`config.mk`:
```
export PLATFORM = sky130hd
export DESIGN_NAME = baema_lane
export DESIGN_NICKNAME = d
export VERILOG_FILES = /design/src/burst_adaptive_accel_ema_core_macros.svh /design/src/baema_pkg.sv /design/src/baema_lane.sv
export SDC_FILE = /design/constraint.sdc
export NUM_CORES = 1
export LEC_CHECK = 0
export BUFFER_PORTS_ARGS = -buffer_cell sky130_fd_sc_hd__buf_4
export CAP_MARGIN = 20
export CORE_MARGIN = 2
export CORE_UTILIZATION = 30
export DETAILED_ROUTE_END_ITERATION = 6
export PLACE_DENSITY = 0.42
export SETUP_SLACK_MARGIN = 0.5
export SLEW_MARGIN = 20
export SYNTH_ARGS = -nofsm -noshare
export SYNTH_HDL_FRONTEND = slang
export SYNTH_SLANG_ARGS = --single-unit
```
`constraint.sdc`:
```
create_clock -name clk -period 10.9 [get_ports clk]
set_clock_uncertainty 0.2 [all_clocks]
set_input_delay 2.18 -clock clk [delete_from_list [all_inputs] [get_ports clk]]
set_output_delay 2.18 -clock clk [all_outputs]
set_load 0.05 [all_outputs]
```
`src/burst_adaptive_accel_ema_core_macros.svh`:
```
`ifndef BURST_ADAPTIVE_ACCEL_EMA_CORE_MACROS_SVH
`define BURST_ADAPTIVE_ACCEL_EMA_CORE_MACROS_SVH

// Check a condition at every clock edge outside reset.
`define BAEMA_ASSERT_ALWAYS(lbl, cond, msg) \
    lbl: assert property (@(posedge clk) disable iff (!rst_n) (cond)) else $error(msg);

// Check that a condition in one cycle implies another in the next cycle.
`define BAEMA_ASSERT_NEXT(lbl, pre, post, msg) \
    lbl: assert property (@(posedge clk) disable iff (!rst_n) (pre) |=> (post)) else $error(msg);

`endif

```
`src/baema_pkg.sv`:
```
package baema_pkg;

    localparam int GRAV_W   = 12;
    localparam int SPEED_W  = 16;
    localparam int LVL_W    = 16;
    localparam int LVL2_W   = 2 * LVL_W;
    localparam int ACC_W    = 18;
    localparam int SQ_W     = 34;
    localparam int MAG_W    = SQ_W + 2;
    localparam int TGT_W    = ACC_W + 8;
    localparam int EDIFF_W  = TGT_W + 2;
    localparam int EMA_W    = 32;
    localparam int OUT_W    = 16;
    localparam int PDATA_W  = 32;
    localparam int PADDR_W  = 5;
    localparam int NSTAGE   = 5;

    localparam logic [GRAV_W-1:0]  GRAV_RESET       = 12'd2511;
    localparam logic [SPEED_W-1:0] STOP_SPEED_RESET = 16'd128;
    localparam logic [LVL_W-1:0]   LVL_STOP_RESET   = 16'd307;
    localparam logic [LVL_W-1:0]   LVL_MOVE_RESET   = 16'd205;

    typedef enum logic [2:0] {
        REG_OFFSET_X   = 3'd0,
        REG_OFFSET_Y   = 3'd1,
        REG_OFFSET_Z   = 3'd2,
        REG_GRAVITY    = 3'd3,
        REG_STOP_SPEED = 3'd4,
        REG_LVL_STOP   = 3'd5,
        REG_LVL_MOVE   = 3'd6
    } baema_reg_e;

    typedef struct packed {
        logic [GRAV_W-1:0]  gravity;
        logic [SPEED_W-1:0] stop_speed;
        logic [LVL_W-1:0]   lvl_stop;
        logic [LVL_W-1:0]   lvl_move;
    } baema_cfg_t;

    typedef struct packed {
        logic advance;
        logic update;
    } baema_ctl_t;

endpackage

```
`src/baema_lane.sv`:
```
module baema_lane #(
    parameter int SAMPLE_BITS = 16
) (
    input  logic                                 clk,
    input  logic                                 advance,
    input  logic                                 flip,
    input  logic signed [SAMPLE_BITS-1:0]        sample,
    input  logic signed [SAMPLE_BITS-1:0]        offset,
    input  logic [baema_pkg::GRAV_W-1:0]         gravity,
    output logic signed [baema_pkg::ACC_W-1:0]   acc,
    output logic [baema_pkg::SQ_W-1:0]           sq
);
    import baema_pkg::*;

    localparam int DIFF_W = SAMPLE_BITS + 1;
    localparam int PROD_W = DIFF_W + GRAV_W + 1;
    localparam int SHIFT  = SAMPLE_BITS - 4;

    logic signed [DIFF_W-1:0]    diff;
    logic signed [PROD_W-1:0]    prod_next;
    logic signed [PROD_W-1:0]    prod_reg;
    logic signed [PROD_W-1:0]    rnd;
    logic signed [ACC_W-1:0]     acc_next;
    logic signed [ACC_W-1:0]     acc_reg;
    logic signed [ACC_W-1:0]     acc_d_reg;
    logic signed [2*ACC_W-1:0]   sq_full;
    logic [SQ_W-1:0]             sq_reg;

    // Z is mounted reversed: take the bias minus the sample there.
    always_comb
    begin
        if (flip)
            diff = DIFF_W'(offset) - DIFF_W'(sample);
        else
            diff = DIFF_W'(sample) - DIFF_W'(offset);
        prod_next = PROD_W'(diff) * PROD_W'($signed({1'b0, gravity}));
        rnd       = (prod_reg + (PROD_W'(1) <<< (SHIFT - 1))) >>> SHIFT;
        acc_next  = rnd[ACC_W-1:0];
        sq_full   = acc_reg * acc_reg;
    end

    always_ff @(posedge clk)
    begin
        if (advance)
        begin
            prod_reg  <= prod_next;
            acc_reg   <= acc_next;
            acc_d_reg <= acc_reg;
            sq_reg    <= sq_full[SQ_W-1:0];
        end
    end

    assign acc = acc_d_reg;
    assign sq  = sq_reg;

endmodule

```
==> key figures <==
Route
  • TritonRoute pass-1 iters: 4
  • DR WL/cell: between 15 and 20 um
  • Iter 0 DRT Violations: approximately 640
  • WL final: 52,200 um
  • Total number of vias: around 15,000
  • Vias per inst: 4.41
  • Post-route ant nets: 0
  • DR DRC count: 0

Placement
  • Placed Instances: between 3,000 and 4,000
  • Global placer's final weighted congestion: between 0.8 and 0.9
  • Post-DP HPWL: approximately 44,000 um
  • PortBufs: 97

Clocking
  • Clock slew at reported path FFs: around 0.07 ns
  • # hold bufs at CTS: 0
  • Clk sinks: 87
  • Post CTS Setup Buffer Count: 0
  • Num CTS Buffers: 9
  • CTS tree: yes
  • Clock latency on the worst-skew pair: 0.38 ns
  • Post-cts sizing count: 0
  • CTS root buffer: clkbuf_16
  • Maximum clock path buffer count: 2
  • H-tree levels: 3

Global routing
  • Grt total ovfl: 0
  • Number of global-route vias before repair: between 15,000 and 20,000
  • Initial antenna violation count: 1
  • Global-route wire length before repair: 88,700 um
  • Largest net degree at the start of global routing: between 50 and 60
  • All-Layer GR Usage: 0.145

Worst setup path
  • Nature of the critical path endpoint: register
  • CP Data Arrival Time: about 9.4 ns
  • Crit-path max FO: 7
  • CP peak stage delay: ~0.65 ns
  • Critical-path top delay cell: a2111oi_1
  • Required time of the worst setup path: about 11 ns
  • Crit path buf inv count: 6
  • Crit Path Class: in2reg
  • Delay-heaviest family, CP: compound AO/OA/AOI/OAI gates
  • Critical path launch point type: input pin

Synthesis
  • #FFs+latches synth: 87
  • Mapped cell area: roughly 22,000 sq um
  • Synth top area share: 0.423
  • Most used DFF post-synth: edfxtp_1
  • Synth warnings: 0
  • Syn nets: roughly 3,000
  • Number of synthesized flops with an enable pin: 87
  • Async SR Flop Fraction: 0
  • Avg Cell Area, Syn: approximately 9.6 sq um
  • Area leader, netlist: fa_1
  • Dominant cells by area after synthesis: fa_1, edfxtp_1, ha_1
  • Cells after Synth: ~2,300
  • Count leader, synth: inv_1
  • Leading cell types by count after synthesis: inv_1, fa_1, ha_1
  • Seq/Total Area, Yosys: 0.117
  • Synth unique cells: between 60 and 70

Timing
  • Tcrit/Tclk final: 0.859
  • Fmax: between 100 and 150 MHz
  • Min Tclk post-route: approximately 9.4 ns
  • Slew HR: 0.305
  • Unrepaired setup endpoints after global routing: no
  • Pins Over Slew Limit: 0
  • Final Hold Vio Count: 0
  • Hold_ws: around 0.36 ns
  • Slew @ Worst Pin: roughly 1.0 ns
  • Setup-failing EPs final: 0
  • TNS Setup: 0 ns

Final layout
  • Non-filler instance count after layout: ~3,400
  • NumNets Final: slightly above 3,000
  • Max FFs per register: 36
  • Area Growth Syn to Fin: 9.61%
  • Layout cells sized above 1: 0.0645
  • Fillers: about 7,700
  • Post-layout util: 0.331

Floorplan
  • Die W: 277 um
  • Initial Util: 0.302
  • Die H: approximately 280 um
  • IO Count: 99
  • Core Box Area: approximately 74,000 sq um
  • Row count: 100
  • Die Area: approximately 77,000 sq um

Worst hold path
  • HP Class: reg2reg

Status
  • Status: completed

Job
  • Max-cap violations: 0
==> path summary, 6_finish.rpt <==
check                                   from      endpoint  slack, ns  cells past startpoint
worst max-delay path               offset[1]  prod_reg[27]       1.54                     29
worst min-delay path            prod_reg[29]   acc_reg[17]       0.36                      1
worst min register to register  prod_reg[29]   acc_reg[17]       0.36                      1
worst max register to register    acc_reg[8]        sq[32]       3.36                     19
==> layout by cell type, fill, tap and decap left out, types with 3 or more instances in the layout <==
| cell type | synthesis | routed |
|---|---|---|
| a21oi_1 | 54 | 54 |
| buf_4 | 3 | 123 |
| nand2_1 | 186 | 186 |
| o21bai_1 | 4 | 4 |
| nor2b_1 | 23 | 23 |
| nor4_1 | 3 | 3 |
| nand4_1 | 4 | 4 |
| or3_1 | 8 | 8 |
| o21a_1 | 20 | 20 |
| edfxtp_1 | 87 | 87 |
| nand3_1 | 25 | 25 |
| nor3_1 | 23 | 23 |
| o211ai_1 | 5 | 5 |
| nand3b_1 | 6 | 6 |
| o21ai_0 | 51 | 51 |
| and4_1 | 3 | 3 |
| nand2b_1 | 14 | 14 |
| xor2_1 | 23 | 22 |
| and3_1 | 19 | 19 |
| a31oi_1 | 4 | 4 |
| inv_1 | 652 | 652 |
| a21o_1 | 28 | 28 |
| a21boi_0 | 11 | 11 |
| a211oi_1 | 8 | 8 |
| a2111oi_0 | 3 | 3 |
| ha_1 | 196 | 196 |
| mux2i_1 | 8 | 8 |
| clkbuf_16 | 0 | 9 |
| mux2_2 | 3 | 3 |
| nor2_1 | 61 | 61 |
| xnor2_1 | 70 | 70 |
| nor3b_1 | 6 | 6 |
| a211o_1 | 3 | 3 |
| and2_1 | 139 | 139 |
| o31ai_1 | 4 | 4 |
| fa_1 | 473 | 473 |
| or2_2 | 4 | 4 |
==> routing by layer <==
metal / vias up / wire (um) / GRT usage
met4: 0 / 556 / 0.0263
met3: 22 / 1290 / 0.0159
li1: 7155 / - / -
met1: 7526 / 24200 / 0.191
met2: 159 / 26100 / 0.258
met5: - / 0 / 0
==> worst reg2reg max path: cells and delay by family (launching register included) <==
family	cells	cell delay, ns
compound gates	5	1.72
flops	1	1.04
fa+ha+maj	7	3.36
simple gates	3	0.79
buf+inv	4	0.31
==> final cells by class <==
class / count / area, sq um / share of cell area
clock inverter: 4 / 48.8 / 0.00199
tap: 969 / 1210 / 0.0495
sequential: 87 / 2610 / 0.107
multi-input combinational: 1527 / 17000 / 0.695
timing repair buffer: 123 / 923 / 0.0377
clock buffer: 10 / 229 / 0.00934
inverter: 652 / 2450 / 0.0998
antenna: 1 / 2.50 / 0.000102
==> stage by stage <==
| step | worst slack [ns] | area [sq um] |
|---|---|---|
| after floorplan | 1.78 | 22400 |
| after CTS | 1.54 | 24500 |
| after detailed placement | 1.12 | 24200 |
| after global routing | 1.00 | 24500 |
| final | 1.54 | 24500 |
| after global placement | 1.27 | 24200 |
==> kinds of logic (layout without fill, tap and decap cells) <==
family	Yosys count	count (layout)	share of synthesized area
AND/OR/NAND/NOR	524	524	0.117
adder cells (fa/ha/maj)	669	669	0.533
multiplexers	11	11	0.00509
buffers and inverters	721	789	0.122
XOR/XNOR	93	93	0.0364
flip-flops	87	87	0.117
AO/OA/AOI/OAI	229	229	0.0696
other	1	2	0.000168
Power is not shown: default switching activity piles up to over one toggle a cycle in this logic, so the estimate is an artifact.
