File: config.mk
export PLATFORM = sky130hd
export DESIGN_NAME = baema_cfg
export DESIGN_NICKNAME = d
export VERILOG_FILES = /design/src/burst_adaptive_accel_ema_core_macros.svh /design/src/baema_pkg.sv /design/src/baema_cfg.sv
export SDC_FILE = /design/constraint.sdc
export NUM_CORES = 1
export LEC_CHECK = 0
export BUFFER_PORTS_ARGS = -buffer_cell sky130_fd_sc_hd__clkbuf_2
export CORE_ASPECT_RATIO = 1.5
export CORE_MARGIN = 5
export CORE_UTILIZATION = 52
export CTS_BUF_LIST = sky130_fd_sc_hd__clkbuf_8
export CTS_CLUSTER_SIZE = 40
export DETAILED_ROUTE_END_ITERATION = 6
export PLACE_DENSITY_LB_ADDON = 0.05
export SETUP_SLACK_MARGIN = 0.2
export SYNTH_ARGS = -nofsm -noshare
export SYNTH_HDL_FRONTEND = slang
export SYNTH_SLANG_ARGS = --single-unit
File: constraint.sdc
create_clock -name clk -period 5.4 [get_ports clk]
set_input_delay 1.62 -clock clk [delete_from_list [all_inputs] [get_ports clk]]
set_output_delay 1.62 -clock clk [all_outputs]
set_load 0.02 [all_outputs]
File: src/burst_adaptive_accel_ema_core_macros.svh
`ifndef BURST_ADAPTIVE_ACCEL_EMA_CORE_MACROS_SVH
`define BURST_ADAPTIVE_ACCEL_EMA_CORE_MACROS_SVH

// Check a condition at every clock edge outside reset.
`define BAEMA_ASSERT_ALWAYS(lbl, cond, msg) \
    lbl: assert property (@(posedge clk) disable iff (!rst_n) (cond)) else $error(msg);

// Check that a condition in one cycle implies another in the next cycle.
`define BAEMA_ASSERT_NEXT(lbl, pre, post, msg) \
    lbl: assert property (@(posedge clk) disable iff (!rst_n) (pre) |=> (post)) else $error(msg);

`endif

File: src/baema_pkg.sv
package baema_pkg;

    localparam int GRAV_W   = 12;
    localparam int SPEED_W  = 16;
    localparam int LVL_W    = 16;
    localparam int LVL2_W   = 2 * LVL_W;
    localparam int ACC_W    = 18;
    localparam int SQ_W     = 34;
    localparam int MAG_W    = SQ_W + 2;
    localparam int TGT_W    = ACC_W + 8;
    localparam int EDIFF_W  = TGT_W + 2;
    localparam int EMA_W    = 32;
    localparam int OUT_W    = 16;
    localparam int PDATA_W  = 32;
    localparam int PADDR_W  = 5;
    localparam int NSTAGE   = 5;

    localparam logic [GRAV_W-1:0]  GRAV_RESET       = 12'd2511;
    localparam logic [SPEED_W-1:0] STOP_SPEED_RESET = 16'd128;
    localparam logic [LVL_W-1:0]   LVL_STOP_RESET   = 16'd307;
    localparam logic [LVL_W-1:0]   LVL_MOVE_RESET   = 16'd205;

    typedef enum logic [2:0] {
        REG_OFFSET_X   = 3'd0,
        REG_OFFSET_Y   = 3'd1,
        REG_OFFSET_Z   = 3'd2,
        REG_GRAVITY    = 3'd3,
        REG_STOP_SPEED = 3'd4,
        REG_LVL_STOP   = 3'd5,
        REG_LVL_MOVE   = 3'd6
    } baema_reg_e;

    typedef struct packed {
        logic [GRAV_W-1:0]  gravity;
        logic [SPEED_W-1:0] stop_speed;
        logic [LVL_W-1:0]   lvl_stop;
        logic [LVL_W-1:0]   lvl_move;
    } baema_cfg_t;

    typedef struct packed {
        logic advance;
        logic update;
    } baema_ctl_t;

endpackage

File: src/baema_cfg.sv
module baema_cfg #(
    parameter int SAMPLE_BITS = 16
) (
    input  logic                             clk,
    input  logic                             rst_n,
    input  logic                             psel,
    input  logic                             penable,
    input  logic                             pwrite,
    input  logic [baema_pkg::PADDR_W-1:0]    paddr,
    input  logic [baema_pkg::PDATA_W-1:0]    pwdata,
    output logic [baema_pkg::PDATA_W-1:0]    prdata,
    output logic                             pready,
    output logic signed [SAMPLE_BITS-1:0]    offset_x,
    output logic signed [SAMPLE_BITS-1:0]    offset_y,
    output logic signed [SAMPLE_BITS-1:0]    offset_z,
    output baema_pkg::baema_cfg_t            cfg
);
    import baema_pkg::*;

    logic signed [SAMPLE_BITS-1:0] offset_x_reg;
    logic signed [SAMPLE_BITS-1:0] offset_y_reg;
    logic signed [SAMPLE_BITS-1:0] offset_z_reg;
    baema_cfg_t                    cfg_reg;
    baema_reg_e                    sel;
    logic                          wr_en;

    assign sel    = baema_reg_e'(paddr[PADDR_W-1:2]);
    assign wr_en  = psel && penable && pwrite;
    assign pready = 1'b1;

    always_ff @(posedge clk or negedge rst_n)
    begin
        if (!rst_n)
        begin
            offset_x_reg       <= '0;
            offset_y_reg       <= '0;
            offset_z_reg       <= '0;
            cfg_reg.gravity    <= GRAV_RESET;
            cfg_reg.stop_speed <= STOP_SPEED_RESET;
            cfg_reg.lvl_stop   <= LVL_STOP_RESET;
            cfg_reg.lvl_move   <= LVL_MOVE_RESET;
        end
        else if (wr_en)
        begin
            case (sel)
                REG_OFFSET_X:   offset_x_reg       <= pwdata[SAMPLE_BITS-1:0];
                REG_OFFSET_Y:   offset_y_reg       <= pwdata[SAMPLE_BITS-1:0];
                REG_OFFSET_Z:   offset_z_reg       <= pwdata[SAMPLE_BITS-1:0];
                REG_GRAVITY:    cfg_reg.gravity    <= pwdata[GRAV_W-1:0];
                REG_STOP_SPEED: cfg_reg.stop_speed <= pwdata[SPEED_W-1:0];
                REG_LVL_STOP:   cfg_reg.lvl_stop   <= pwdata[LVL_W-1:0];
                REG_LVL_MOVE:   cfg_reg.lvl_move   <= pwdata[LVL_W-1:0];
                default:        ;
            endcase
        end
    end

    always_comb
    begin
        case (sel)
            REG_OFFSET_X:   prdata = PDATA_W'(offset_x_reg);
            REG_OFFSET_Y:   prdata = PDATA_W'(offset_y_reg);
            REG_OFFSET_Z:   prdata = PDATA_W'(offset_z_reg);
            REG_GRAVITY:    prdata = PDATA_W'(cfg_reg.gravity);
            REG_STOP_SPEED: prdata = PDATA_W'(cfg_reg.stop_speed);
            REG_LVL_STOP:   prdata = PDATA_W'(cfg_reg.lvl_stop);
            REG_LVL_MOVE:   prdata = PDATA_W'(cfg_reg.lvl_move);
            default:        prdata = '0;
        endcase
    end

    assign offset_x = offset_x_reg;
    assign offset_y = offset_y_reg;
    assign offset_z = offset_z_reg;
    assign cfg      = cfg_reg;

endmodule

==> results.yml <==
clock_network:
  clk_pin_slew_ns: 0.09
  cts_sinks: 108
  htreeDepth: 3
  cts_root_buf: "clkbuf_8"
  hold_buffers: 0
  clkLatencyLatePin_ns: 0.36
  postCtsSetupRepairBufs: 0
  cts.repair.resized: 0
  cts_made_buffers: 9
  cts_tree: "yes"
  clockBufferDepth: 2
setup_path:
  path_cells: "clkbuf_2 > mux2i_1 > a2bb2oi_1 > nor2_1 > clkbuf_2"
  start_kind: "primary input"
  endpoint: "prdata[27]"
  rr_endpoint: "cfg[42]$_DFFE_PN0P_"
  rr_startpoint: "cfg[42]$_DFFE_PN0P_"
  slowest_stage: "nor2_1"
  startpoint: "paddr[2]"
  cp_common_cell: "clkbuf_2"
  cp-end-kind: "output port"
  critPathRequiredTime_ns: 3.78
  rrSetupSlack_ns: 4.59
  slowest_delay_ns: 0.59
  worst-setup-path-type: "primary input to output port"
  ff2ff_path_depth: 1
  path_max_fanout: 17
  cp.arrival_ns: 3.22
synthesis:
  yosys.cell_types.count: 40
  synth-seq-cells: 108
  ys_warn_count: 0
  ys.flop_type: "dfrtp_1"
  synth_edf_count: 0
  synth_nets: 429
  postSynthAreaPerCell_um2: 14.1
  synthCells: 387
  synth_area_um2: 5460
  yosysSeqAreaShare: 0.499
  postSynth.asyncResetShare: 1.00
final_layout:
  final_common_cell: "clkbuf_2"
  area_growth_pct: 17.7
  finalInstanceArea_um2: 6430
  nets: 574
  stdcell_count: 678
  final_util: 0.631
  largest_register_ffs: 60
  drive_above_1_share: 0.605
  antennaDiodeCount: 0
  layout_common_cells: "162 x clkbuf_2, 89 x dfrtp_1, 74 x mux2_2, 30 x mux2_4, 21 x mux2i_1"
floorplanning:
  die_w_um: 93.7
  rows: 45
  fp.dieH_um: 135
  die-area_um2: 12700
  num_io_pins: 183
  coreArea_um2: 10200
  start_util: 0.536
placed_design:
  pre_cts_slack_ns: 0.537
  postPlaceCellArea_um2: 6210
  dpl.cell_count: 662
  place.gp.congestion: 0.775
  place_hpwl_mm: 9.61
  numPortBuffers: 163
power_and_ir_drop:
  p_seq_frac: 0.457
  power_mw: 2.44
  ir_drop_mv: 0.223
  p_leak_nw: 3.31
  pwr-share-clk: 0.217
  p_int_mw: 1.58
  p_switching_uw: 865
  p_per_area_nw_per_um2: 380
  combinationalPowerShare: 0.326
  switching_share: 0.354
timing:
  tightest_slew_ns: 0.976
  rsz0062_at_grt: "false"
  worst_hold_slack_ns: 0.523
  setup_tns_ns: 0
  fmax_mhz: 207
  slew_headroom: 0.349
  hold_viol_final: 0
  fin_skew_ns: 0
  setup_violations: 0
  slew_viol_final: 0
  finalCritPeriodShare: 0.896
  worst_slack_ns: 0.563
  layout_min_cycle_time_ns: 4.84
detailed_routing:
  wl_per_cell_um: 20.7
  viasPerCell: 5.49
  drc: 0
  ant_nets: 0
  wirelength_mm: 14.0
  dr.pass1.iters: 4
  first_iter_violations: 104
  dr_total_vias: 3719
grt:
  grt_use_total: 0.224
  grt_pass1_wl_mm: 21.5
  grt_start_max_net_pins: 79
  first_global_vias: 3830
  grt_overflow: 0
  antenna_found_initial: 0
min_path:
  min_path_type: "flip-flop to flip-flop"
  min_path_cells: 1
flow_run:
  cap_violations: 0
run_status:
  outcome: "finished, final reports clean"
worst min path at each step:
| stage | endpoint | slack, ns | startpoint |
|---|---|---|---|
| after floorplan | offset_y[4]$_DFFE_PN0P_ | 0.62 | offset_y[4]$_DFFE_PN0P_ |
| after global placement | cfg[43]$_DFFE_PN0P_ | 0.50 | cfg[43]$_DFFE_PN0P_ |
| after detailed placement | offset_y[4]$_DFFE_PN0P_ | 0.50 | offset_y[4]$_DFFE_PN0P_ |
| after CTS | offset_y[4]$_DFFE_PN0P_ | 0.52 | offset_y[4]$_DFFE_PN0P_ |
| after global routing | offset_y[4]$_DFFE_PN0P_ | 0.55 | offset_y[4]$_DFFE_PN0P_ |
| final | offset_y[4]$_DFFE_PN0P_ | 0.52 | offset_y[4]$_DFFE_PN0P_ |
layer usage:
| metal | global-route usage | part of all wire | vias up |
|---|---|---|---|
| li1 | - | - | 1679 |
| met1 | 0.276 | 0.40 | 1907 |
| met2 | 0.395 | 0.53 | 121 |
| met3 | 0.0428 | 0.061 | 12 |
| met4 | 0.0675 | 0.012 | 0 |
| met5 | 0 | 0 | - |
cells by family (layout without fill, tap and decap cells):
| kind of cell | count (synthesis) | in the layout | synth area share |
|---|---|---|---|
| other cells | 1 | 1 | 0.000687 |
| mux | 139 | 139 | 0.307 |
| flops | 108 | 108 | 0.499 |
| compound gates | 47 | 47 | 0.0635 |
| buf+inv | 49 | 199 | 0.0665 |
| simple gates | 43 | 43 | 0.0633 |
cells in the mapped netlist (2+ instances only):
master,count,area share
buf_6,5,0.010
o32ai_1,7,0.011
o31ai_1,2,0.0027
o22ai_1,5,0.0057
a211o_1,8,0.013
a2bb2oi_1,2,0.0032
mux4_2,2,0.0083
buf_4,19,0.026
dfrtp_1,89,0.41
clkbuf_1,5,0.0034
mux2_2,74,0.15
or2_0,4,0.0046
a22o_1,7,0.011
buf_2,8,0.0073
nor2_8,6,0.022
mux2i_1,21,0.039
a31oi_1,4,0.0046
nand2_1,14,0.0096
nand3_1,8,0.0073
buf_12,3,0.011
mux2_4,30,0.083
mux2_1,12,0.025
and3b_1,2,0.0032
inv_1,8,0.0055
o21ai_0,9,0.0083
dfstp_2,19,0.091
power by group through the flow:
stage	combinational [mW]	clock, mW	sequential, mW
4_1_cts	0.807	0.544	1.12
3_5_place_dp	0.805	0	1.13
6_report	0.796	0.532	1.12
3_3_place_gp	0.795	0	1.13
5_1_grt	0.852	0.573	1.14
2_1_floorplan	0.338	0	1.31
critical path: cells and delay by family:
| family | cells | cell delay, ns |
|---|---|---|
| compound gates | 1 | 0.16 |
| mux | 1 | 0.14 |
| buf+inv | 2 | 0.70 |
| simple gates | 1 | 0.59 |
layout make-up:
cell class | count | area [µm²]
Clock buffer | 9 | 124
Clock inverter | 7 | 92.6
Fill cell | 857 | 3760
Inverter | 8 | 30.0
Multi-Input combinational cell | 230 | 2370
Sequential cell | 108 | 2730
Tap cell | 141 | 176
Timing Repair Buffer | 175 | 908
Note: power is estimated with default switching activity, not from simulation.
