--- src/burst_adaptive_accel_ema_core_macros.svh ---
`ifndef BURST_ADAPTIVE_ACCEL_EMA_CORE_MACROS_SVH
`define BURST_ADAPTIVE_ACCEL_EMA_CORE_MACROS_SVH

// Check a condition at every clock edge outside reset.
`define BAEMA_ASSERT_ALWAYS(lbl, cond, msg) \
    lbl: assert property (@(posedge clk) disable iff (!rst_n) (cond)) else $error(msg);

// Check that a condition in one cycle implies another in the next cycle.
`define BAEMA_ASSERT_NEXT(lbl, pre, post, msg) \
    lbl: assert property (@(posedge clk) disable iff (!rst_n) (pre) |=> (post)) else $error(msg);

`endif

--- src/baema_pkg.sv ---
package baema_pkg;

    localparam int GRAV_W   = 12;
    localparam int SPEED_W  = 16;
    localparam int LVL_W    = 16;
    localparam int LVL2_W   = 2 * LVL_W;
    localparam int ACC_W    = 18;
    localparam int SQ_W     = 34;
    localparam int MAG_W    = SQ_W + 2;
    localparam int TGT_W    = ACC_W + 8;
    localparam int EDIFF_W  = TGT_W + 2;
    localparam int EMA_W    = 32;
    localparam int OUT_W    = 16;
    localparam int PDATA_W  = 32;
    localparam int PADDR_W  = 5;
    localparam int NSTAGE   = 5;

    localparam logic [GRAV_W-1:0]  GRAV_RESET       = 12'd2511;
    localparam logic [SPEED_W-1:0] STOP_SPEED_RESET = 16'd128;
    localparam logic [LVL_W-1:0]   LVL_STOP_RESET   = 16'd307;
    localparam logic [LVL_W-1:0]   LVL_MOVE_RESET   = 16'd205;

    typedef enum logic [2:0] {
        REG_OFFSET_X   = 3'd0,
        REG_OFFSET_Y   = 3'd1,
        REG_OFFSET_Z   = 3'd2,
        REG_GRAVITY    = 3'd3,
        REG_STOP_SPEED = 3'd4,
        REG_LVL_STOP   = 3'd5,
        REG_LVL_MOVE   = 3'd6
    } baema_reg_e;

    typedef struct packed {
        logic [GRAV_W-1:0]  gravity;
        logic [SPEED_W-1:0] stop_speed;
        logic [LVL_W-1:0]   lvl_stop;
        logic [LVL_W-1:0]   lvl_move;
    } baema_cfg_t;

    typedef struct packed {
        logic advance;
        logic update;
    } baema_ctl_t;

endpackage

--- src/baema_merge.sv ---
module baema_merge #(
    parameter int ALPHA_FRAC_BITS = 16
) (
    input  logic                                 clk,
    input  logic                                 rst_n,
    input  baema_pkg::baema_ctl_t                ctl,
    input  baema_pkg::baema_cfg_t                cfg,
    input  logic [baema_pkg::SPEED_W-1:0]        speed,
    input  logic signed [baema_pkg::ACC_W-1:0]   ay,
    input  logic [baema_pkg::SQ_W-1:0]           sq_x,
    input  logic [baema_pkg::SQ_W-1:0]           sq_y,
    input  logic [baema_pkg::SQ_W-1:0]           sq_z,
    output logic signed [baema_pkg::EMA_W-1:0]   ema,
    output logic                                 burst,
    output logic                                 moving
);
    import baema_pkg::*;

    localparam int    F     = ALPHA_FRAC_BITS;
    localparam int    PW    = EDIFF_W + F + 1;
    localparam longint ONE  = longint'(1) << F;
    localparam logic [F-1:0] ALPHA_STOP       = F'((2 * ONE + 200) / 400);
    localparam logic [F-1:0] ALPHA_STOP_BURST = F'((2 * ONE + 5) / 10);
    localparam logic [F-1:0] ALPHA_MOVE       = F'((4 * ONE + 25) / 50);
    localparam logic [F-1:0] ALPHA_MOVE_BURST = F'((6 * ONE + 20) / 40);

    logic                       mov1_reg, mov2_reg, mov3_reg, mov4_reg, mov5_reg;
    logic [LVL_W-1:0]           lvl1_reg;
    logic [LVL2_W-1:0]          lvl2_2_reg, lvl2_3_reg;
    logic [MAG_W-1:0]           mag;
    logic                       burst_next, burst4_reg, burst5_reg;
    logic [F-1:0]               alpha_next, alpha4_reg;
    logic signed [ACC_W-1:0]    ay4_reg;
    logic signed [TGT_W-1:0]    tgt;
    logic signed [EDIFF_W-1:0]  ediff;
    logic signed [PW-1:0]       step_full;
    logic signed [EMA_W-1:0]    ema_reg, ema_next;

    always_comb
    begin
        mag        = MAG_W'(sq_x) + MAG_W'(sq_y) + MAG_W'(sq_z);
        burst_next = mag > MAG_W'(lvl2_3_reg);
        case ({mov3_reg, burst_next})
            2'b00:   alpha_next = ALPHA_STOP;
            2'b01:   alpha_next = ALPHA_STOP_BURST;
            2'b10:   alpha_next = ALPHA_MOVE;
            default: alpha_next = ALPHA_MOVE_BURST;
        endcase
        tgt       = $signed({ay4_reg, 8'd0});
        ediff     = EDIFF_W'(tgt) - $signed(ema_reg[EDIFF_W-1:0]);
        step_full = (PW'(ediff) * PW'($signed({1'b0, alpha4_reg}))
                     + (PW'(1) <<< (F - 1))) >>> F;
        ema_next  = ema_reg + step_full[EMA_W-1:0];
    end

    always_ff @(posedge clk)
    begin
        if (ctl.advance)
        begin
            mov1_reg   <= speed >= cfg.stop_speed;
            lvl1_reg   <= (speed >= cfg.stop_speed) ? cfg.lvl_move : cfg.lvl_stop;
            mov2_reg   <= mov1_reg;
            lvl2_2_reg <= lvl1_reg * lvl1_reg;
            mov3_reg   <= mov2_reg;
            lvl2_3_reg <= lvl2_2_reg;
            mov4_reg   <= mov3_reg;
            burst4_reg <= burst_next;
            alpha4_reg <= alpha_next;
            ay4_reg    <= ay;
            mov5_reg   <= mov4_reg;
            burst5_reg <= burst4_reg;
        end
    end

    always_ff @(posedge clk or negedge rst_n)
    begin
        if (!rst_n)
            ema_reg <= '0;
        else if (ctl.update)
            ema_reg <= ema_next;
    end

    assign ema    = ema_reg;
    assign burst  = burst5_reg;
    assign moving = mov5_reg;

endmodule
--- config.mk ---
export PLATFORM = sky130hd
export DESIGN_NAME = baema_merge
export DESIGN_NICKNAME = d
export VERILOG_FILES = /design/src/burst_adaptive_accel_ema_core_macros.svh /design/src/baema_pkg.sv /design/src/baema_merge.sv
export SDC_FILE = /design/constraint.sdc
export NUM_CORES = 2
export LEC_CHECK = 0
export CORE_MARGIN = 1
export CORE_UTILIZATION = 55
export CTS_BUF_LIST = sky130_fd_sc_hd__clkbuf_4 sky130_fd_sc_hd__clkbuf_8
export CTS_CLUSTER_DIAMETER = 120
export DETAILED_ROUTE_END_ITERATION = 12
export DONT_BUFFER_PORTS = 1
export GPL_TIMING_DRIVEN = 0
export PLACE_DENSITY = 0.74
export SETUP_SLACK_MARGIN = 0.4
export SLEW_MARGIN = 20
export SYNTH_ARGS = -nofsm -noshare
export SYNTH_HDL_FRONTEND = slang
export SYNTH_SLANG_ARGS = --single-unit
--- constraint.sdc ---
create_clock -name clk -period 11.8 [get_ports clk]
set_clock_uncertainty 0.15 [all_clocks]
set_input_delay 2.36 -clock clk [delete_from_list [all_inputs] [get_ports clk]]
set_output_delay 2.36 -clock clk [all_outputs]
set_load 0.1 [all_outputs]
==> impl_metrics.toml <==
[yosys]
syn_avg_cell_area_um2 = 9.60
yosysTopAreaCellShare_pct = 33.6
synth_largest_area_cell = "fa_1"
synthSimpleGateAreaFrac_pct = 11.1
synth.distinct_cells = 72
synth_compound_area_share_pct = 8.61
synth_nets = 4330
synth_top_family_by_area = "adder cells"
synthAdderAreaFrac_pct = 51.0
synthTopCellsByCount = "inv_1, fa_1, ha_1"
synthArstFlopShare_pct = 22.4
synth_seq_area_share_pct = 13.5
ys.flop_type = "edfxtp_1"
synthCells = 3190
synth_area_leaders = "fa_1, ha_1, edfxtp_1"
synth-xor-area-share_pct = 4.10
synth-seq-cells = 143
synthMuxAreaShare_pct = 0.985
syn_area_um2 = 30600
ys_warn_count = 0
yosys.cell_count.top_type = "inv_1"
synth_edf_count = 111

[clock_network]
cts_sinks = 143
clk_latency_ns = 0.55
htree_num_levels = 4
clockBufferDepth = 2
numCtsBuffers = 17
cts-root-buf = "clkbuf_8"
path_clk_slew_ns = 0.13
ctsHoldBuffers = 0
cts_tree = "yes"

[run_status]
outcome = "completed"

[worst_setup_path]
startpoint = "ema[2]$_DFFE_PN0P_"
crit_top_cell = "fa_1"
r2r_cells = 41
max_stage_delay_ns = 0.67
r2r_start = "ema[2]$_DFFE_PN0P_"
cp-start-kind = "register"
reg2reg_slack_ns = 0.55
crit_required_ns = 12.02
path_class = "reg -> reg"
crit_path_max_fanout = 7
arrival_ns = 11.47
rr_endpoint = "ema[31]$_DFFE_PN0P_"
slowest_stage = "dfrtp_4"
setup.worst_path.end = "ema[31]$_DFFE_PN0P_"
cp-end-kind = "register"

[detailed_routing]
drcViolationCount = 0
via_per_inst = 5.30
wl_met3_um = 3620
highest_layer = "met4"
vias = 21300
met2WireLength_um = 31800
drt_first_pass_iters = 6
drtIter0Drc = 1385
post_drt_wl_per_cell_um = 16.9
wl_um = 67800
ant_nets = 0
drt-met1-wl_um = 30900

[sta]
finalSetupTns_ns = 0
max_freq_mhz = 88.9
tightest_slew_ns = 1.01
period_minus_slack_ns = 11.25
fin_crit_sh_pct = 95.3
slew_headroom_pct = 32.6
final_max_slew_viol_count = 0
hold_violations = 0
setup_viol = 0
rsz0062_at_grt = "true"

[global_routing]
antenna_found_initial = 2
grt_pass1_wl_um = 111000
grt_max_degree = 112
grt_overflow = 0
grt_pass1_vias = 21600
grt.total_usage_pct = 24.9

[layout]
fin_cells = 4013
fin_nets = 4391
n_fill_cell = 4610
largest_reg_flops = 32
syn_to_final_growth_pct = 7.25
seq_area_um2 = 4190
multi_input_area_um2 = 23700
layout-drive-gt1-share_pct = 6.46
design_area_um2 = 32800

[die]
fp.dieW_um = 238
core_area_um2 = 55100
num_io_pins = 234
die_h_um = 238
die-area_um2 = 56600
start_util_pct = 55.6
num_rows = 86

[run]
max-cap-violations = 0

[placement]
dpl_cell_area_um2 = 31600
dp_cells = 3938
gp_congestion = 0.925
hpwl_um = 56400
numPortBuffers = 0

[worst_hold_path]
hp-class = "reg -> reg"
==> cell families after synthesis <==
| family | Yosys count |
|---|---|
| mux | 27 |
| fa+ha+maj | 940 |
| compound gates | 403 |
| flops | 143 |
| xor+xnor | 139 |
| buf+inv | 876 |
| simple gates | 662 |
==> worst min path at each step <==
stage                                  start                        to  depth (start not counted)
finish              lvl2_2_reg[16]$_DFFE_PP_  lvl2_3_reg[16]$_DFFE_PP_                          0
global route        lvl2_2_reg[15]$_DFFE_PP_  lvl2_3_reg[15]$_DFFE_PP_                          0
CTS                 lvl2_2_reg[16]$_DFFE_PP_  lvl2_3_reg[16]$_DFFE_PP_                          0
detailed placement  lvl2_2_reg[12]$_DFFE_PP_  lvl2_3_reg[12]$_DFFE_PP_                          0
global placement    lvl2_2_reg[25]$_DFFE_PP_  lvl2_3_reg[25]$_DFFE_PP_                          0
floorplan               burst4_reg$_DFFE_PP_           burst$_DFFE_PP_                          0
==> per-stage QoR <==
step | hold slack (ns) | util (%) | worst slack, ns
after floorplan | 0.250 | - | 0.767
after global placement | 0.250 | 57.3 | -0.898
after detailed placement | 0.255 | 57.3 | -1.01
after CTS | 0.252 | 58.6 | 0.420
after global routing | 0.272 | 59.6 | 0.168
final | 0.258 | 59.6 | 0.549
==> critical path: cells and delay by family (launching register included) <==
family / cells / cell delay (ns)
fa+ha+maj: 8 / 3.91
buf+inv: 6 / 0.65
mux: 1 / 0.26
xor+xnor: 3 / 0.61
simple gates: 8 / 1.94
compound gates: 15 / 2.86
flops: 1 / 0.67
==> cells in the final DEF, fill, tap and decap left out, types with 6 or more instances in the layout <==
master    synthesis  layout
a211oi_1          8       6
ha_1            426     419
and3_1           17      17
o21ai_1           7       7
nand2b_1         18      18
edfxtp_1        111     111
xor2_1           41      40
or2_2             9       9
dfrtp_1          32      13
o211ai_1          8       8
buf_4             1      41
a21o_1           93      93
xnor2_2           5      10
xnor2_1          93      84
o21ai_0          60      57
nor4_1            6       6
mux2_2           25      24
a31oi_1          10       6
inv_1           822     815
dfrtp_4           0      11
nor3_1           31      30
a21oi_1         120     108
nand2_1         202     201
dfrtp_2           0       8
o21a_1           22      22
nor2b_1          16      15
nand3_1          22      22
a21oi_2           0      10
clkbuf_8          0      17
and2_1          199     196
clkbuf_1         51      49
o21bai_1         25      23
fa_1            514     514
inv_2             0       7
nor2_1          103     100
nand4_1          21      21
==> routing by layer <==
| metal | GRT usage (%) | vias up |
|---|---|---|
| met1 | 35.8 | 10400 |
| li1 | - | 10100 |
| met4 | 5.85 | 0 |
| met5 | 0 | - |
| met2 | 40.5 | 615 |
| met3 | 2.80 | 86 |
==> repair_timing <==
action | in CTS | in global routing
setup buffers | 13 | 29
endpoints found under the setup margin | 17 | 11
cloned | 0 | 0
pin swaps | 8 | 63
gates resized for setup | 46 | 81
==> cell type report <==
cell class / count / area share (%)
diodes: 1 / 0.00762
plain buffers: 54 / 0.689
clock buffers: 19 / 0.758
clock inverters: 13 / 0.545
inverters: 822 / 9.39
multi-input cells: 2171 / 72.0
flip-flops and latches: 143 / 12.7
well taps: 748 / 2.85
repair buffers: 42 / 0.998
Power is left out: the tool's default activity adds up to more than one toggle a clock period on the data nets, which glitch-free logic cannot reach.
